### config.mk
export PLATFORM = sky130hd
export DESIGN_NAME = preamp_setting_step_encoder
export DESIGN_NICKNAME = d
export VERILOG_FILES = /design/src/sv/psse_pkg.sv /design/src/sv/psse_step_unit.sv /design/src/sv/preamp_setting_step_encoder.sv
export SDC_FILE = /design/constraint.sdc
export NUM_CORES = 1
export LEC_CHECK = 0
export BUFFER_PORTS_ARGS = -buffer_cell sky130_fd_sc_hd__buf_2
export CELL_PAD_IN_SITES_DETAIL_PLACEMENT = 0
export CELL_PAD_IN_SITES_GLOBAL_PLACEMENT = 1
export CORE_AREA = 10 10 134 136
export CTS_CLUSTER_DIAMETER = 80
export DETAILED_ROUTE_END_ITERATION = 10
export DIE_AREA = 0 0 144 146
export PLACE_DENSITY_LB_ADDON = 0.3
export SYNTH_ARGS = -nofsm -noshare
export SYNTH_HDL_FRONTEND = slang
export SYNTH_SLANG_ARGS = --single-unit
### constraint.sdc
create_clock -name clk -period 4.3 [get_ports clk]
set_input_delay 0.43 -clock clk [delete_from_list [all_inputs] [get_ports clk]]
set_output_delay 0.43 -clock clk [all_outputs]
set_load 0.1 [all_outputs]
### src/sv/psse_pkg.sv
// Shared types, constants and helper functions for the preamp setting step encoder.
`default_nettype none

package psse_pkg;

    localparam int unsigned OP_W      = 4;
    localparam int unsigned LEVEL_W   = 6;
    localparam int unsigned ATTEN_W   = 5;
    localparam int unsigned GAIN_W    = 2;
    localparam int unsigned TONE_W    = 4;
    localparam int unsigned PATTERN_W = 3;
    localparam int unsigned MASK_W    = 4;
    localparam int unsigned BYTE_W    = 8;
    localparam int unsigned NUM_ATTEN = 4;

    localparam logic [LEVEL_W-1:0]   VOLUME_MAX    = 6'd63;
    localparam logic [ATTEN_W-1:0]   ATTEN_MAX     = 5'd31;
    localparam logic [GAIN_W-1:0]    GAIN_MAX      = 2'd3;
    localparam logic [TONE_W-1:0]    TONE_MAX      = 4'd14;
    localparam logic [TONE_W-1:0]    TONE_FLAT     = 4'd7;
    localparam logic [PATTERN_W-1:0] PATTERN_LAST  = 3'd5;
    localparam logic [BYTE_W-1:0]    ADDRESS_RESET = 8'd136;

    // Command subaddress prefixes
    localparam logic [BYTE_W-1:0] SUB_VOLUME = 8'h00;
    localparam logic [BYTE_W-1:0] SUB_GAIN   = 8'h40;
    localparam logic [BYTE_W-1:0] SUB_BASS   = 8'h60;
    localparam logic [BYTE_W-1:0] SUB_TREBLE = 8'h70;
    localparam logic [BYTE_W-1:0] SUB_ATTEN  = 8'h80;

    typedef enum logic [OP_W-1:0] {
        OP_VOLUME   = 4'd0,
        OP_ATTEN_FL = 4'd1,
        OP_ATTEN_FR = 4'd2,
        OP_ATTEN_RL = 4'd3,
        OP_ATTEN_RR = 4'd4,
        OP_GAIN     = 4'd5,
        OP_BASS     = 4'd6,
        OP_TREBLE   = 4'd7,
        OP_SELECT   = 4'd8
    } op_t;

    typedef struct packed {
        logic                sent;
        logic [BYTE_W-1:0]   address_byte;
        logic [BYTE_W-1:0]   command_byte;
        logic [MASK_W-1:0]   speaker_mask;
        logic                unmute;
    } result_t;

    // Saturating step on a zero-extended value; returns {changed, new value}.
    function automatic logic [LEVEL_W:0] sat_step(input logic [LEVEL_W-1:0] v,
                                                  input logic up,
                                                  input logic [LEVEL_W-1:0] lim);
        logic [LEVEL_W:0] r;
        r = {1'b0, v};
        if (up)
        begin
            if (v < lim)
                r = {1'b1, v + 6'd1};
        end
        else
        begin
            if (v != '0)
                r = {1'b1, v - 6'd1};
        end
        return r;
    endfunction

    // Steps 0..7 pass through, 8..14 fold to 22 - step.
    function automatic logic [TONE_W-1:0] tone_code(input logic [TONE_W-1:0] step);
        logic [TONE_W:0] folded;
        folded = 5'd22 - {1'b0, step};
        return step[TONE_W-1] ? folded[TONE_W-1:0] : step;
    endfunction

    function automatic logic [MASK_W-1:0] pattern_mask(input logic [PATTERN_W-1:0] p);
        logic [MASK_W-1:0] m;
        unique case (p)
            3'd0:    m = 4'h1;
            3'd1:    m = 4'h2;
            3'd2:    m = 4'h4;
            3'd3:    m = 4'h8;
            3'd4:    m = 4'h3;
            3'd5:    m = 4'hC;
            default: m = 4'h0;
        endcase
        return m;
    endfunction

endpackage

`default_nettype wire

### src/sv/psse_step_unit.sv
// Shadow setting registers and the combinational step/encode logic.
`default_nettype none

module psse_step_unit (
    input  wire logic                          clk,
    input  wire logic                          rst_n,
    input  wire logic                          step_en,
    input  wire logic [psse_pkg::OP_W-1:0]     op,
    input  wire logic                          step_down,
    input  wire logic [psse_pkg::BYTE_W-1:0]   device_address,
    output psse_pkg::result_t                  result
);

    logic [psse_pkg::LEVEL_W-1:0]   volume_reg, volume_next;
    logic [psse_pkg::ATTEN_W-1:0]   atten_reg [psse_pkg::NUM_ATTEN];
    logic [psse_pkg::ATTEN_W-1:0]   atten_next [psse_pkg::NUM_ATTEN];
    logic [psse_pkg::GAIN_W-1:0]    gain_reg, gain_next;
    logic [psse_pkg::TONE_W-1:0]    bass_reg, bass_next;
    logic [psse_pkg::TONE_W-1:0]    treble_reg, treble_next;
    logic [psse_pkg::PATTERN_W-1:0] pattern_reg, pattern_next;

    psse_pkg::op_t                  op_code;
    logic [1:0]                     atten_idx;
    logic [psse_pkg::LEVEL_W:0]     vol_s, atten_s, gain_s, bass_s, treble_s;
    logic [psse_pkg::OP_W-1:0]      atten_sel;

    assign op_code   = psse_pkg::op_t'(op);
    assign atten_sel = op - 4'd1;
    assign atten_idx = atten_sel[1:0];

    // Volume, attenuators and gain count down on "plus"; tone counts up.
    assign vol_s    = psse_pkg::sat_step(volume_reg, step_down, psse_pkg::VOLUME_MAX);
    assign atten_s  = psse_pkg::sat_step({1'b0, atten_reg[atten_idx]}, step_down,
                                         {1'b0, psse_pkg::ATTEN_MAX});
    assign gain_s   = psse_pkg::sat_step({4'd0, gain_reg}, step_down,
                                         {4'd0, psse_pkg::GAIN_MAX});
    assign bass_s   = psse_pkg::sat_step({2'd0, bass_reg}, !step_down,
                                         {2'd0, psse_pkg::TONE_MAX});
    assign treble_s = psse_pkg::sat_step({2'd0, treble_reg}, !step_down,
                                         {2'd0, psse_pkg::TONE_MAX});

    always_comb
    begin
        logic                          changed;
        logic [psse_pkg::BYTE_W-1:0]   cmd;
        changed      = 1'b0;
        cmd          = '0;
        volume_next  = volume_reg;
        atten_next   = atten_reg;
        gain_next    = gain_reg;
        bass_next    = bass_reg;
        treble_next  = treble_reg;
        pattern_next = pattern_reg;
        unique case (op_code)
            psse_pkg::OP_VOLUME:
            begin
                changed     = vol_s[psse_pkg::LEVEL_W];
                volume_next = vol_s[psse_pkg::LEVEL_W-1:0];
                cmd         = psse_pkg::SUB_VOLUME | {2'd0, volume_next};
            end
            psse_pkg::OP_ATTEN_FL, psse_pkg::OP_ATTEN_FR,
            psse_pkg::OP_ATTEN_RL, psse_pkg::OP_ATTEN_RR:
            begin
                changed               = atten_s[psse_pkg::LEVEL_W];
                atten_next[atten_idx] = atten_s[psse_pkg::ATTEN_W-1:0];
                cmd = psse_pkg::SUB_ATTEN | {1'b0, atten_idx, 5'd0}
                      | {3'd0, atten_s[psse_pkg::ATTEN_W-1:0]};
            end
            psse_pkg::OP_GAIN:
            begin
                changed   = gain_s[psse_pkg::LEVEL_W];
                gain_next = gain_s[psse_pkg::GAIN_W-1:0];
                cmd       = psse_pkg::SUB_GAIN | {3'd0, gain_next, 3'd0};
            end
            psse_pkg::OP_BASS:
            begin
                changed   = bass_s[psse_pkg::LEVEL_W];
                bass_next = bass_s[psse_pkg::TONE_W-1:0];
                cmd       = psse_pkg::SUB_BASS | {4'd0, psse_pkg::tone_code(bass_next)};
            end
            psse_pkg::OP_TREBLE:
            begin
                changed     = treble_s[psse_pkg::LEVEL_W];
                treble_next = treble_s[psse_pkg::TONE_W-1:0];
                cmd = psse_pkg::SUB_TREBLE | {4'd0, psse_pkg::tone_code(treble_next)};
            end
            psse_pkg::OP_SELECT:
            begin
                if (pattern_reg < psse_pkg::PATTERN_LAST)
                    pattern_next = pattern_reg + 3'd1;
                else
                    pattern_next = '0;
            end
            default:
            begin
                changed = 1'b0;
            end
        endcase

        result.sent         = changed;
        result.address_byte = changed ? device_address : '0;
        result.command_byte = changed ? cmd : '0;
        result.speaker_mask = psse_pkg::pattern_mask(pattern_next);
        result.unmute       = changed && (op_code == psse_pkg::OP_VOLUME);
    end

    always_ff @(posedge clk or negedge rst_n)
    begin
        if (!rst_n)
        begin
            volume_reg  <= psse_pkg::VOLUME_MAX;
            for (int i = 0; i < psse_pkg::NUM_ATTEN; i++)
                atten_reg[i] <= '0;
            gain_reg    <= '0;
            bass_reg    <= psse_pkg::TONE_FLAT;
            treble_reg  <= psse_pkg::TONE_FLAT;
            pattern_reg <= '0;
        end
        else if (step_en)
        begin
            volume_reg  <= volume_next;
            atten_reg   <= atten_next;
            gain_reg    <= gain_next;
            bass_reg    <= bass_next;
            treble_reg  <= treble_next;
            pattern_reg <= pattern_next;
        end
    end

    a_tone_range: assert property (@(posedge clk) disable iff (!rst_n)
        bass_reg <= psse_pkg::TONE_MAX && treble_reg <= psse_pkg::TONE_MAX)
        else $error("tone step out of range");

    a_pattern_range: assert property (@(posedge clk) disable iff (!rst_n)
        pattern_reg <= psse_pkg::PATTERN_LAST)
        else $error("speaker pattern out of range");

    a_unmute_sent: assert property (@(posedge clk) disable iff (!rst_n)
        result.unmute |-> result.sent)
        else $error("unmute without a command");

    a_state_hold: assert property (@(posedge clk) disable iff (!rst_n)
        !step_en |=> $stable(volume_reg) && $stable(pattern_reg) && $stable(gain_reg))
        else $error("settings changed with no transaction");

endmodule

`default_nettype wire

### src/sv/preamp_setting_step_encoder.sv
// Top level: stream ports, input and result registers around the step unit.
//
// Each control event (a setting selector and a direction) steps one saturating shadow
// setting, or cycles the wrapping speaker pattern, and yields exactly one result
// transaction: sent=1 with the device address and command byte when the value changed,
// zeros otherwise, plus the current speaker enable mask and an unmute pulse on volume
// change. The block takes one event per clock unless the master side stalls; a result
// passes the input register, then the result register, and the settings update in the
// same cycle the event leaves the input register, so each event sees the effect of the
// one before it. The device address resets to 136 and is written through cfg_we/cfg_wdata;
// the user must write it only while no event is in flight; the block does not enforce it.
`default_nettype none

module preamp_setting_step_encoder (
    input  wire logic        clk,
    input  wire logic        rst_n,

    input  wire logic        cfg_we,
    input  wire logic [7:0]  cfg_wdata,      // device_address

    input  wire logic        s_axis_tvalid,
    output logic             s_axis_tready,
    input  wire logic [7:0]  s_axis_tdata,   // [0] step_down, [7:1] zero
    input  wire logic [3:0]  s_axis_tuser,   // [3:0] op

    output logic             m_axis_tvalid,
    input  wire logic        m_axis_tready,
    output logic [23:0]      m_axis_tdata,   // [7:0] address_byte, [15:8] command_byte,
                                             // [19:16] speaker_mask, [20] unmute, rest zero
    output logic             m_axis_tuser    // [0] sent
);

    logic                           in_valid_reg;
    logic [psse_pkg::OP_W-1:0]      in_op_reg;
    logic                           in_down_reg;
    logic                           out_valid_reg;
    psse_pkg::result_t              out_reg;
    psse_pkg::result_t              step_result;
    logic [psse_pkg::BYTE_W-1:0]    address_reg;
    logic                           advance;

    assign advance       = in_valid_reg && (!out_valid_reg || m_axis_tready);
    assign s_axis_tready = !in_valid_reg || advance;

    psse_step_unit u_step (
        .clk            (clk),
        .rst_n          (rst_n),
        .step_en        (advance),
        .op             (in_op_reg),
        .step_down      (in_down_reg),
        .device_address (address_reg),
        .result         (step_result)
    );

    always_ff @(posedge clk or negedge rst_n)
    begin
        if (!rst_n)
        begin
            address_reg   <= psse_pkg::ADDRESS_RESET;
            in_valid_reg  <= 1'b0;
            out_valid_reg <= 1'b0;
        end
        else
        begin
            if (cfg_we)
                address_reg <= cfg_wdata;
            if (s_axis_tready)
                in_valid_reg <= s_axis_tvalid;
            if (advance)
                out_valid_reg <= 1'b1;
            else if (m_axis_tready)
                out_valid_reg <= 1'b0;
        end
    end

    always_ff @(posedge clk)
    begin
        if (s_axis_tvalid && s_axis_tready)
        begin
            in_op_reg   <= s_axis_tuser;
            in_down_reg <= s_axis_tdata[0];
        end
        if (advance)
            out_reg <= step_result;
    end

    assign m_axis_tvalid = out_valid_reg;
    assign m_axis_tuser  = out_reg.sent;
    assign m_axis_tdata  = {3'd0, out_reg.unmute, out_reg.speaker_mask,
                            out_reg.command_byte, out_reg.address_byte};

    a_no_lost_result: assert property (@(posedge clk) disable iff (!rst_n)
        m_axis_tvalid && !m_axis_tready |-> !advance)
        else $error("result register overwritten while stalled");

    a_result_follows: assert property (@(posedge clk) disable iff (!rst_n)
        advance |=> m_axis_tvalid)
        else $error("stepped event produced no result");

    a_idle_result: assert property (@(posedge clk) disable iff (!rst_n)
        m_axis_tvalid && !m_axis_tuser |-> m_axis_tdata[15:0] == 16'd0 && !m_axis_tdata[20])
        else $error("bytes present without a command");

endmodule

`default_nettype wire
==> summary.md, run 1 <==
| Metric | Value |
|---|---|
| Int Pwr | `0.00203 W` |
| Core Util, Final | `0.335` |
| Number of hold buffers added after CTS | `0` |
| Clk_lat worst skew | `330 ps` |
| Post-cts resize count | `0` |
| All-Layer GR Usage | `0.0998` |
| Worst slew pin tran | `753 ps` |
| Post-route ant nets | `0` |
| Core Area | `15500 um^2` |
| YS warnings | `0` |
| M1 GR Usage | `0.128` |
| Synthesized area | `4480 um^2` |
| Total grt overflow | `0` |
| Status | `finished, final reports clean` |
| NetSw | `0.00140 W` |
| Routing usage on met2 | `0.161` |
| Drt pass-1 iters | `4` |
| Avg Inst Size Synth | `10.9 um^2` |
| Startpoint Class | `flip-flop` |
| Top Ports | `52` |
| Setup slack after layout | `947 ps` |
| Vias in the first global route | `3229` |
| Post-CTS Setup Inserts | `0` |
| DR DRC count | `0` |
| Largest net degree at the start of global routing | `35` |
| DR iter-0 viols | `161` |
| Final setup vio count | `0` |
| CP Capture Type | `flip-flop` |
| Ys flop type | `dfrtp_1` |
| Via count | `3231` |
| Hold WC Path Type | `in -> async` |
| TritonCTS clock tree | `done` |
| Post-synthesis sequential area ratio | `0.458` |
| Initial antenna violation count | `0` |
| Die Height | `146 um` |
| Die area | `21000 um^2` |
| Worst hold slack | `22.3 ps` |
| Vias per inst | `4.98` |
| Setup TNS | `0 ps` |
| Fmax | `0.298 GHz` |
| Routed wire length | `10.3 mm` |
| Worst slack, placed | `935 ps` |
| Area grow syn2layout | `15.8%` |
| Ys async rst share | `0.645` |
| Clk pwr share | `0.228` |
| Design Area, Final | `5190 um^2` |
| Die width | `144 um` |
| Slew Limit Headroom | `0.498` |
| FILL cells | `1528` |
| First-pass GRT wire length | `17.0 mm` |
| Starting Density | `0.290` |
| Register share of total power | `0.346` |
| Combinational share of power | `0.426` |
| IO buf count | `41` |
| Ant. Diodes | `0` |
| Final Cycle Share | `0.780` |
| Root buffer cell | `clkbuf_16` |
| Commonest non-fill, non-tap cells in the layout | `buf_2 (41), dfrtp_1 (35), nand2_1 (34), mux2_2 (34), edfxtp_1 (27)` |
| Reg clk slew, reported paths | `60 ps` |
| Netlist cell types | `69` |
| Final Wtd Congestion | `0.782` |
| Wire length per cell | `15.9 um` |
| Syn Inst Count | `411` |
| Switching Fraction | `0.408` |
| GRT met3 Usage | `0.0228` |
| Worst Path Arrival | `3440 ps` |
| Rows | `46` |
| RSZ-0062 raised after global routing | `no` |
| Clock sink count | `76` |
| CP required | `4390 ps` |
| Register bit total from synthesis | `76` |
| Critical path class | `reg -> reg` |
| GR peak layer | `met2` |
| Max Root-Sink Buffers | `2` |
| Cts bufs inserted | `9` |
| Post-DP HPWL | `7.69 mm` |
| Number of synthesized flops with an enable pin | `27` |
| Final Skew | `7.55 ps` |
| Cell Area, Placed | `4890 um^2` |
| Max Cap Viol | `0` |
| Worst R2R Setup Slack | `950 ps` |
| Final slew viol count | `0` |
| Leading cell type in the layout, fill and taps excluded | `buf_2` |
| Nets | `496` |
| Max reg flops | `21` |
| P_leak | `2.11 nW` |
| Clock H-tree levels | `3` |
| PwrDens | `661 nW/um^2` |
| Layout cells sized above 1 | `0.284` |
| Final Critical Period | `3350 ps` |
| Crit path max fanout | `9` |
| Hold Violations, Final | `0` |
| Peak supply drop | `0.233 mV` |
stage by stage:
| stage | power [W] | std cells |
|---|---|---|
| finish | 0.00343 | 649 |
| global route | 0.00367 | 649 |
| CTS | 0.00346 | 649 |
| detailed placement | 0.00266 | 633 |
| global placement | 0.00262 | 633 |
| floorplan | 0.00235 | 413 |
cell usage after synthesis, types with 4 or more instances:
library cell,count,area (um^2)
dfrtp_1,35,876
mux2_2,34,383
nand2_1,34,128
edfxtp_1,27,811
nor2_1,22,82.6
ha_1,19,238
inv_1,19,71.3
o21ai_0,19,95.1
a21oi_1,17,85.1
and2_1,14,87.6
dfstp_2,14,368
clkbuf_1,13,48.8
xnor2_1,11,96.3
a31oi_1,9,56.3
nand2b_1,9,56.3
mux2i_1,7,70.1
mux4_2,7,158
nor2b_1,7,43.8
nand3_1,6,30.0
nor3_1,5,25.0
nor4_1,5,31.3
o22ai_1,5,31.3
a22oi_1,4,30.0
buf_4,4,30.0
o31ai_1,4,30.0
worst max-delay path: stages, from the launching register on:
cell	delay, ps
edfxtp_1	430
inv_1	90
ha_1	460
mux4_2	440
inv_1	180
ha_1	220
nor4b_4	310
a21oi_1	110
a21boi_4	150
nor4_4	250
buf_4	240
inv_4	70
and2_1	150
power groups by stage:
stage / Combinational (W) / Clock, W / Sequential [W]
floorplan: 0.00102 / 0 / 0.00133
CTS: 0.00147 / 0.000804 / 0.00119
global route: 0.00161 / 0.000835 / 0.00122
global placement: 0.00143 / 0 / 0.00119
finish: 0.00146 / 0.000783 / 0.00119
detailed placement: 0.00146 / 0 / 0.00120
path summary, 6_finish.rpt:
| path | to | depth (start not counted) | from |
|---|---|---|---|
| setup / recovery | m_axis_tdata[1] | 12 | in_op_reg[1] |
| hold / removal | u_step.pattern_reg[2] | 1 | rst_n |
| setup reg to reg | m_axis_tdata[1] | 12 | in_op_reg[1] |
| hold reg to reg | m_axis_tvalid | 1 | in_valid_reg |
| max in group asynchronous | u_step.bass_reg[0] | 2 | rst_n |
| min in group clk | in_op_reg[3] | 1 | s_axis_tuser[3] |
cell type report:
| cell class | instances | area [um^2] | area share |
|---|---|---|---|
| inverters | 21 | 81.3 | 0.0157 |
| well taps | 192 | 240 | 0.0463 |
| clock buffers | 9 | 225 | 0.0434 |
| clock inverters | 7 | 80.1 | 0.0154 |
| flip-flops and latches | 76 | 2050 | 0.396 |
| multi-input cells | 297 | 2260 | 0.435 |
| repair buffers | 47 | 250 | 0.0482 |
cell families after synthesis:
logic type / count (synthesis) / synth area share
AND/OR/NAND/NOR: 128 / 0.158
AO/OA/AOI/OAI: 85 / 0.126
flip-flops: 76 / 0.458
multiplexers: 48 / 0.136
buffers and inverters: 40 / 0.0394
adder cells (fa/ha/maj): 21 / 0.0575
XOR/XNOR: 12 / 0.0234
other: 1 / 0.000836
per-layer routing:
layer	routed length (um)	share of wire	vias to the layer above
met5	0	0	-
met4	57	0.0055	0
met3	329	0.032	2
met2	5060	0.49	49
met1	4870	0.47	1597
li1	-	-	1583
(Power assumes the default switching activity.)
==> run 2, diff against run 1 <==
ABC_AREA = 1   (was default)
CORE_AREA = 10 10 138 140   (was 10 10 134 136)
DIE_AREA = 0 0 148 150   (was 0 0 144 146)
clock period = 3.5 ns   (was 4.3 ns; I/O delays follow)
==> summary.md, run 2 <==
| Metric | Value |
|---|---|
| Post-DP HPWL | `9.06 mm` |
| Setup TNS | `0 ps` |
| Design Area, Final | `5590 um^2` |
| Clk_lat worst skew | `340 ps` |
| Hold Violations, Final | `0` |
| Dominant cell by count in the synthesized netlist | `nand2_1` |
| Top Ports | `52` |
| Die area | `22200 um^2` |
| Post-synthesis sequential area ratio | `0.426` |
| Worst slew pin tran | `1070 ps` |
| Final setup vio count | `0` |
| YS warnings | `0` |
| Slowest cell on the critical path | `a21oi_4` |
| WHS Endpoint | `in_down_reg` |
| Register bit total from synthesis | `76` |
| Die width | `148 um` |
| Clock sink count | `76` |
| Hold WC Path Type | `in -> reg` |
| Wire length per cell | `13.6 um` |
| Root buffer cell | `clkbuf_16` |
| Commonest cells post-synth | `nand2_1 (168), inv_1 (78), o21ai_0 (51), nand3_1 (46), nor2_1 (46)` |
| CP delay by family, top | `simple AND/OR/NAND/NOR gates` |
| Final Skew | `7.28 ps` |
| CP required | `3600 ps` |
| FILL cells | `1761` |
| DR DRC count | `0` |
| First-pass GRT wire length | `20.6 mm` |
| Crit path max fanout | `16` |
| Reg clk slew, reported paths | `60 ps` |
| Fmax | `0.347 GHz` |
| Drt pass-1 iters | `5` |
| Critical path class | `reg -> reg` |
| Yosys top cell by area | `dfrtp_1` |
| Crit path from | `in_op_reg[1]` |
| Path depth of the worst reg2reg path | `14` |
| All-Layer GR Usage | `0.114` |
| Core Area | `16300 um^2` |
| Ant. Diodes | `0` |
| Max Cap Viol | `0` |
| Reg2reg end | `m_axis_tdata[13]` |
| Max Root-Sink Buffers | `2` |
| DR iter-0 viols | `341` |
| Syn Inst Count | `613` |
| Area of the multi-input gates | `2370 um^2` |
| Commonest non-fill, non-tap cells in the layout | `nand2_1 (168), inv_1 (78), o21ai_0 (51)` |
| Ranking of synthesized cells by area | `dfrtp_1 (18%), edfxtp_1 (17%), nand2_1 (13%), dfstp_2 (7.6%), inv_1 (6.1%)` |
| Layout cells sized above 1 | `0.205` |
| Synth top area share | `0.181` |
| Post-route ant nets | `0` |
| Avg Inst Size Synth | `7.87 um^2` |
| Critical Path Max Stage Delay | `550 ps` |
| FF/Latch Area | `2050 um^2` |
| Largest net degree at the start of global routing | `43` |
| RR Startpoint | `in_op_reg[1]` |
| Final slew viol count | `0` |
| CP Capture Type | `flip-flop` |
| Routed wire length | `12.0 mm` |
| Clock H-tree levels | `3` |
| Ys flop type | `dfrtp_1` |
| Cell Area, Placed | `5270 um^2` |
| Max reg flops | `21` |
| Vias in the first global route | `4080` |
| Via count | `4021` |
| TritonCTS clock tree | `done` |
| Worst Path Arrival | `2980 ps` |
| Core Util, Final | `0.342` |
| P_leak | `2.66 nW` |
| Leading cell type in the layout, fill and taps excluded | `nand2_1` |
| Nets | `703` |
| Final Wtd Congestion | `0.811` |
| IO buf count | `41` |
| Final Cycle Share | `0.824` |
| Area grow syn2layout | `15.9%` |
| RSZ-0062 raised after global routing | `no` |
| Worst-path cell chain | `inv_1 -> ha_1 -> clkinv_2 -> nand3_2 -> nand2_4 -> inv_1 -> ha_1 -> nand2_4 -> nor2_8 -> nand2_4 -> a21oi_4 -> inv_2 -> nand2_1 -> inv_1` |
| PwrDens | `812 nW/um^2` |
| Netlist cell types | `37` |
| Hold path startpoint | `s_axis_tdata[0]` |
| Rows | `47` |
| Slew Limit Headroom | `0.285` |
| Peak supply drop | `0.275 mV` |
| Die Height | `150 um` |
| Worst R2R Setup Slack | `610 ps` |
| Cts bufs inserted | `9` |
| Post-CTS Setup Inserts | `0` |
| Post-cts resize count | `0` |
| Starting Density | `0.295` |
| Final Critical Period | `2890 ps` |
| Startpoint Class | `flip-flop` |
| Vias per inst | `4.55` |
| Buffers and inverters on the worst path | `5` |
| Status | `finished, final reports clean` |
| Synthesized area | `4830 um^2` |
| Total grt overflow | `0` |
| Worst hold path depth | `1` |
| Ys async rst share | `0.645` |
| Number of synthesized flops with an enable pin | `27` |
| Number of hold buffers added after CTS | `0` |
| Initial antenna violation count | `0` |
==> run 2: changes by cell type after synthesis, sizes merged, moves of 8 or more <==
cell    previous run  this run
nand2b             9         0
and2              16         2
mux2              34         2
nand3              6        59
o21ai             19        53
inv               20        80
nor2              23        61
nand4              2        10
xnor2             11         3
nand2             34       190
==> run 2: layer usage <==
metal | routed length, um | track usage | vias to the layer above
li1 | - | - | 2065
met2 | 5360 | 0.180 | 87
met3 | 655 | 0.0272 | 18
met4 | 261 | 0.0416 | 0
met1 | 5780 | 0.147 | 1851
met5 | 0 | 0 | -
==> run 2: logic make-up (layout without fill, tap and decap cells) <==
kind of cell,Yosys count,after routing,share of synthesized area
and+or+nand+nor,327,327,0.325
buffers and inverters,97,146,0.0850
AOI/OAI and AO/OA,80,80,0.0892
DFF,76,76,0.426
adders and majority gates,19,19,0.0493
xor gates and xnor gates,11,11,0.0200
muxes,2,2,0.00467
other,1,3,0.000777
==> run 2: power breakdown <==
part           switching, W  total [W]  internal (W)  leakage [nW]
clock              0.000384    0.00101      0.000629         0.160
combinational       0.00143    0.00203      0.000601          1.66
sequential         0.000221    0.00150       0.00128         0.839
total               0.00204    0.00454       0.00251          2.66
==> run 2: how the worst max path moves through the flow <==
| stage | to | cells after the start |
|---|---|---|
| floorplan | m_axis_tdata[20] | 15 |
| global placement | m_axis_tdata[10] | 14 |
| detailed placement | m_axis_tdata[13] | 14 |
| CTS | m_axis_tdata[13] | 14 |
| global route | m_axis_tdata[13] | 14 |
| finish | m_axis_tdata[13] | 14 |
==> run 2: area by class of cell <==
type / instances / area share
Multi-Input combinational cell: 442 / 0.423
Sequential cell: 76 / 0.367
Inverter: 81 / 0.0546
Tap cell: 220 / 0.0492
Timing Repair Buffer: 49 / 0.0474
Clock buffer: 9 / 0.0403
Clock inverter: 7 / 0.0179
==> run 2: worst reg2reg max path: stages, from the launching register on <==
cell and delay (ps):
edfxtp_1 440, inv_1 90, ha_1 320, clkinv_2 180
nand3_2 140, nand2_4 80, inv_1 140, ha_1 220
nand2_4 80, nor2_8 130, nand2_4 70, a21oi_4 550
inv_2 100, nand2_1 90, inv_1 40
==> run 2: per-stage QoR <==
| stage | cells | power, W | setup WS, ps | hold WS, ps |
|---|---|---|---|---|
| final | 884 | 0.00454 | 615 | 187 |
| after global routing | 884 | 0.00493 | 309 | 172 |
| after CTS | 884 | 0.00458 | 575 | 174 |
| after detailed placement | 868 | 0.00355 | 584 | 500 |
| after global placement | 868 | 0.00351 | 615 | 491 |
| after floorplan | 615 | 0.00313 | 761 | 54.4 |
==> run 3, diff against run 2 <==
clock period = 2.85 ns   (was 3.5 ns; I/O delays follow)
==> summary.md, run 3 (synthesis gave the netlist of run 2 again) <==
| Metric | Value |
|---|---|
| TritonCTS clock tree | `done` |
| Commonest non-fill, non-tap cells in the layout | `nand2_1 (168), inv_1 (78), o21ai_0 (51)` |
| Post-DP HPWL | `9.21 mm` |
| Leading cell type in the layout, fill and taps excluded | `nand2_1` |
| Reg clk slew, reported paths | `60 ps` |
| Die Height | `150 um` |
| Drt pass-1 iters | `4` |
| Critical path class | `reg -> reg` |
| Critical Path Max Stage Delay | `390 ps` |
| Die width | `148 um` |
| Core Util, Final | `0.344` |
| Hold Violations, Final | `0` |
| WHS Endpoint | `in_op_reg[1]` |
| Status | `finished, final reports clean` |
| Max reg flops | `21` |
| Worst-path cell chain | `inv_1 -> ha_2 -> clkinv_2 -> nand3_2 -> nand2_4 -> inv_1 -> ha_1 -> nand2_4 -> nor2_8 -> nor2_2 -> nand2_1 -> nand2_1 -> nand2_1 -> nand3_1 -> nand2_1 -> inv_1` |
| Int Pwr | `0.00296 W` |
| Area of the multi-input gates | `2370 um^2` |
| Final setup vio count | `0` |
| DR DRC count | `0` |
| Total grt overflow | `0` |
| Clock sink count | `76` |
| NetSw | `0.00250 W` |
| All-Layer GR Usage | `0.112` |
| Clk_lat worst skew | `340 ps` |
| CP required | `2950 ps` |
| Routed wire length | `12.1 mm` |
| Final Wtd Congestion | `0.834` |
| RR Startpoint | `in_op_reg[1]` |
| FILL cells | `1737` |
| Setup TNS | `0 ps` |
| Final Skew | `6.67 ps` |
| Crit path max fanout | `5` |
| Path depth of the worst reg2reg path | `16` |
| Combinational share of power | `0.465` |
| Post-route ant nets | `0` |
| DR iter-0 viols | `282` |
| Worst slew pin tran | `1090 ps` |
| Final Cycle Share | `0.896` |
| Area grow syn2layout | `16.7%` |
| Nets | `712` |
| Vias per inst | `4.57` |
| Post-CTS Setup Inserts | `0` |
| Starting Density | `0.295` |
| Final slew viol count | `0` |
| Initial antenna violation count | `0` |
| Worst R2R Setup Slack | `300 ps` |
| Via count | `4078` |
| Register share of total power | `0.338` |
| Most frequent CP cell | `nand2_1` |
| Reg2reg end | `m_axis_tdata[10]` |
| Startpoint Class | `flip-flop` |
| Slew Limit Headroom | `0.273` |
| Vias in the first global route | `4071` |
| CP Capture Type | `flip-flop` |
| Clk pwr share | `0.197` |
| Buffers and inverters on the worst path | `4` |
| Hold WC Path Type | `in -> reg` |
| Final Critical Period | `2550 ps` |
| First-pass GRT wire length | `20.1 mm` |
| CP delay by family, top | `simple AND/OR/NAND/NOR gates` |
| Wire length per cell | `13.5 um` |
| Largest net degree at the start of global routing | `44` |
| Slowest cell on the critical path | `ha_2` |
| Ant. Diodes | `0` |
| Cts bufs inserted | `9` |
| Max Root-Sink Buffers | `2` |
| Die area | `22200 um^2` |
| Design Area, Final | `5630 um^2` |
| PwrDens | `970 nW/um^2` |
| Top Ports | `52` |
| P_leak | `2.68 nW` |
| Number of hold buffers added after CTS | `0` |
| Fmax | `0.392 GHz` |
| Core Area | `16300 um^2` |
| Worst Path Arrival | `2650 ps` |
| FF/Latch Area | `2050 um^2` |
| Layout cells sized above 1 | `0.215` |
| RSZ-0062 raised after global routing | `no` |
| Switching Fraction | `0.458` |
| IO buf count | `41` |
| Clock H-tree levels | `3` |
| Cell Area, Placed | `5350 um^2` |
| Worst hold path depth | `1` |
| Max Cap Viol | `0` |
| Peak supply drop | `0.303 mV` |
| Hold path startpoint | `s_axis_tuser[1]` |
| Rows | `47` |
| Root buffer cell | `clkbuf_16` |
-- run 3: cell count changes in the layout (fill, tap and decap cells not counted) --
cell / change
ha_1: -1
clkinv_4: -3
ha_2: +1
bufinv_16: -2
buf_12: +1
clkinvlp_4: +3
buf_4: +8
clkbuf_1: +1
clkbuf_8: +1
-- run 3: metal layers --
layer,share of wire,GRT usage,wire [um],vias to the layer above
met5,0,0,0,-
met4,0.019,0.0436,229,0
met3,0.046,0.0272,554,15
met2,0.46,0.186,5550,91
met1,0.48,0.137,5760,1890
li1,-,-,-,2082
-- run 3: layout make-up --
cell class / instances / area share
clock buffer: 11 / 0.0431
clock inverter: 5 / 0.00644
inverter: 81 / 0.0542
multi-input combinational: 442 / 0.421
sequential: 76 / 0.365
tap: 220 / 0.0489
timing repair buffer: 58 / 0.0613
-- run 3: repair_timing --
item                                   CTS  global route
resized for setup                        0             1
endpoints found under the hold margin    0             0
setup endpoints to repair                0             1
-- run 3: per-stage QoR --
step	hold WS [ps]	cells	power (W)	setup WS [ps]
3_3_place_gp	462	877	0.00436	319
5_1_grt	108	893	0.00592	54.6
2_1_floorplan	-10.6	615	0.00384	111
4_1_cts	106	893	0.00552	238
3_5_place_dp	463	877	0.00441	261
6_report	122	893	0.00546	297
-- run 3: how the worst max path moves through the flow --
| stage | end | from | cells past startpoint |
|---|---|---|---|
| after floorplan | m_axis_tdata[20] | in_op_reg[0] | 15 |
| after global placement | m_axis_tdata[10] | in_op_reg[0] | 16 |
| after detailed placement | m_axis_tdata[10] | in_op_reg[1] | 16 |
| after CTS | m_axis_tdata[10] | in_op_reg[1] | 16 |
| after global routing | m_axis_tdata[10] | in_op_reg[1] | 16 |
| final | m_axis_tdata[10] | in_op_reg[1] | 16 |
-- run 3: power groups by stage --
stage	logic (W)	registers [W]	clock network, W
floorplan	0.00167	0.00217	0
global placement	0.00251	0.00185	0
detailed placement	0.00255	0.00186	0
CTS	0.00256	0.00184	0.00111
global route	0.00287	0.00189	0.00116
finish	0.00254	0.00184	0.00108
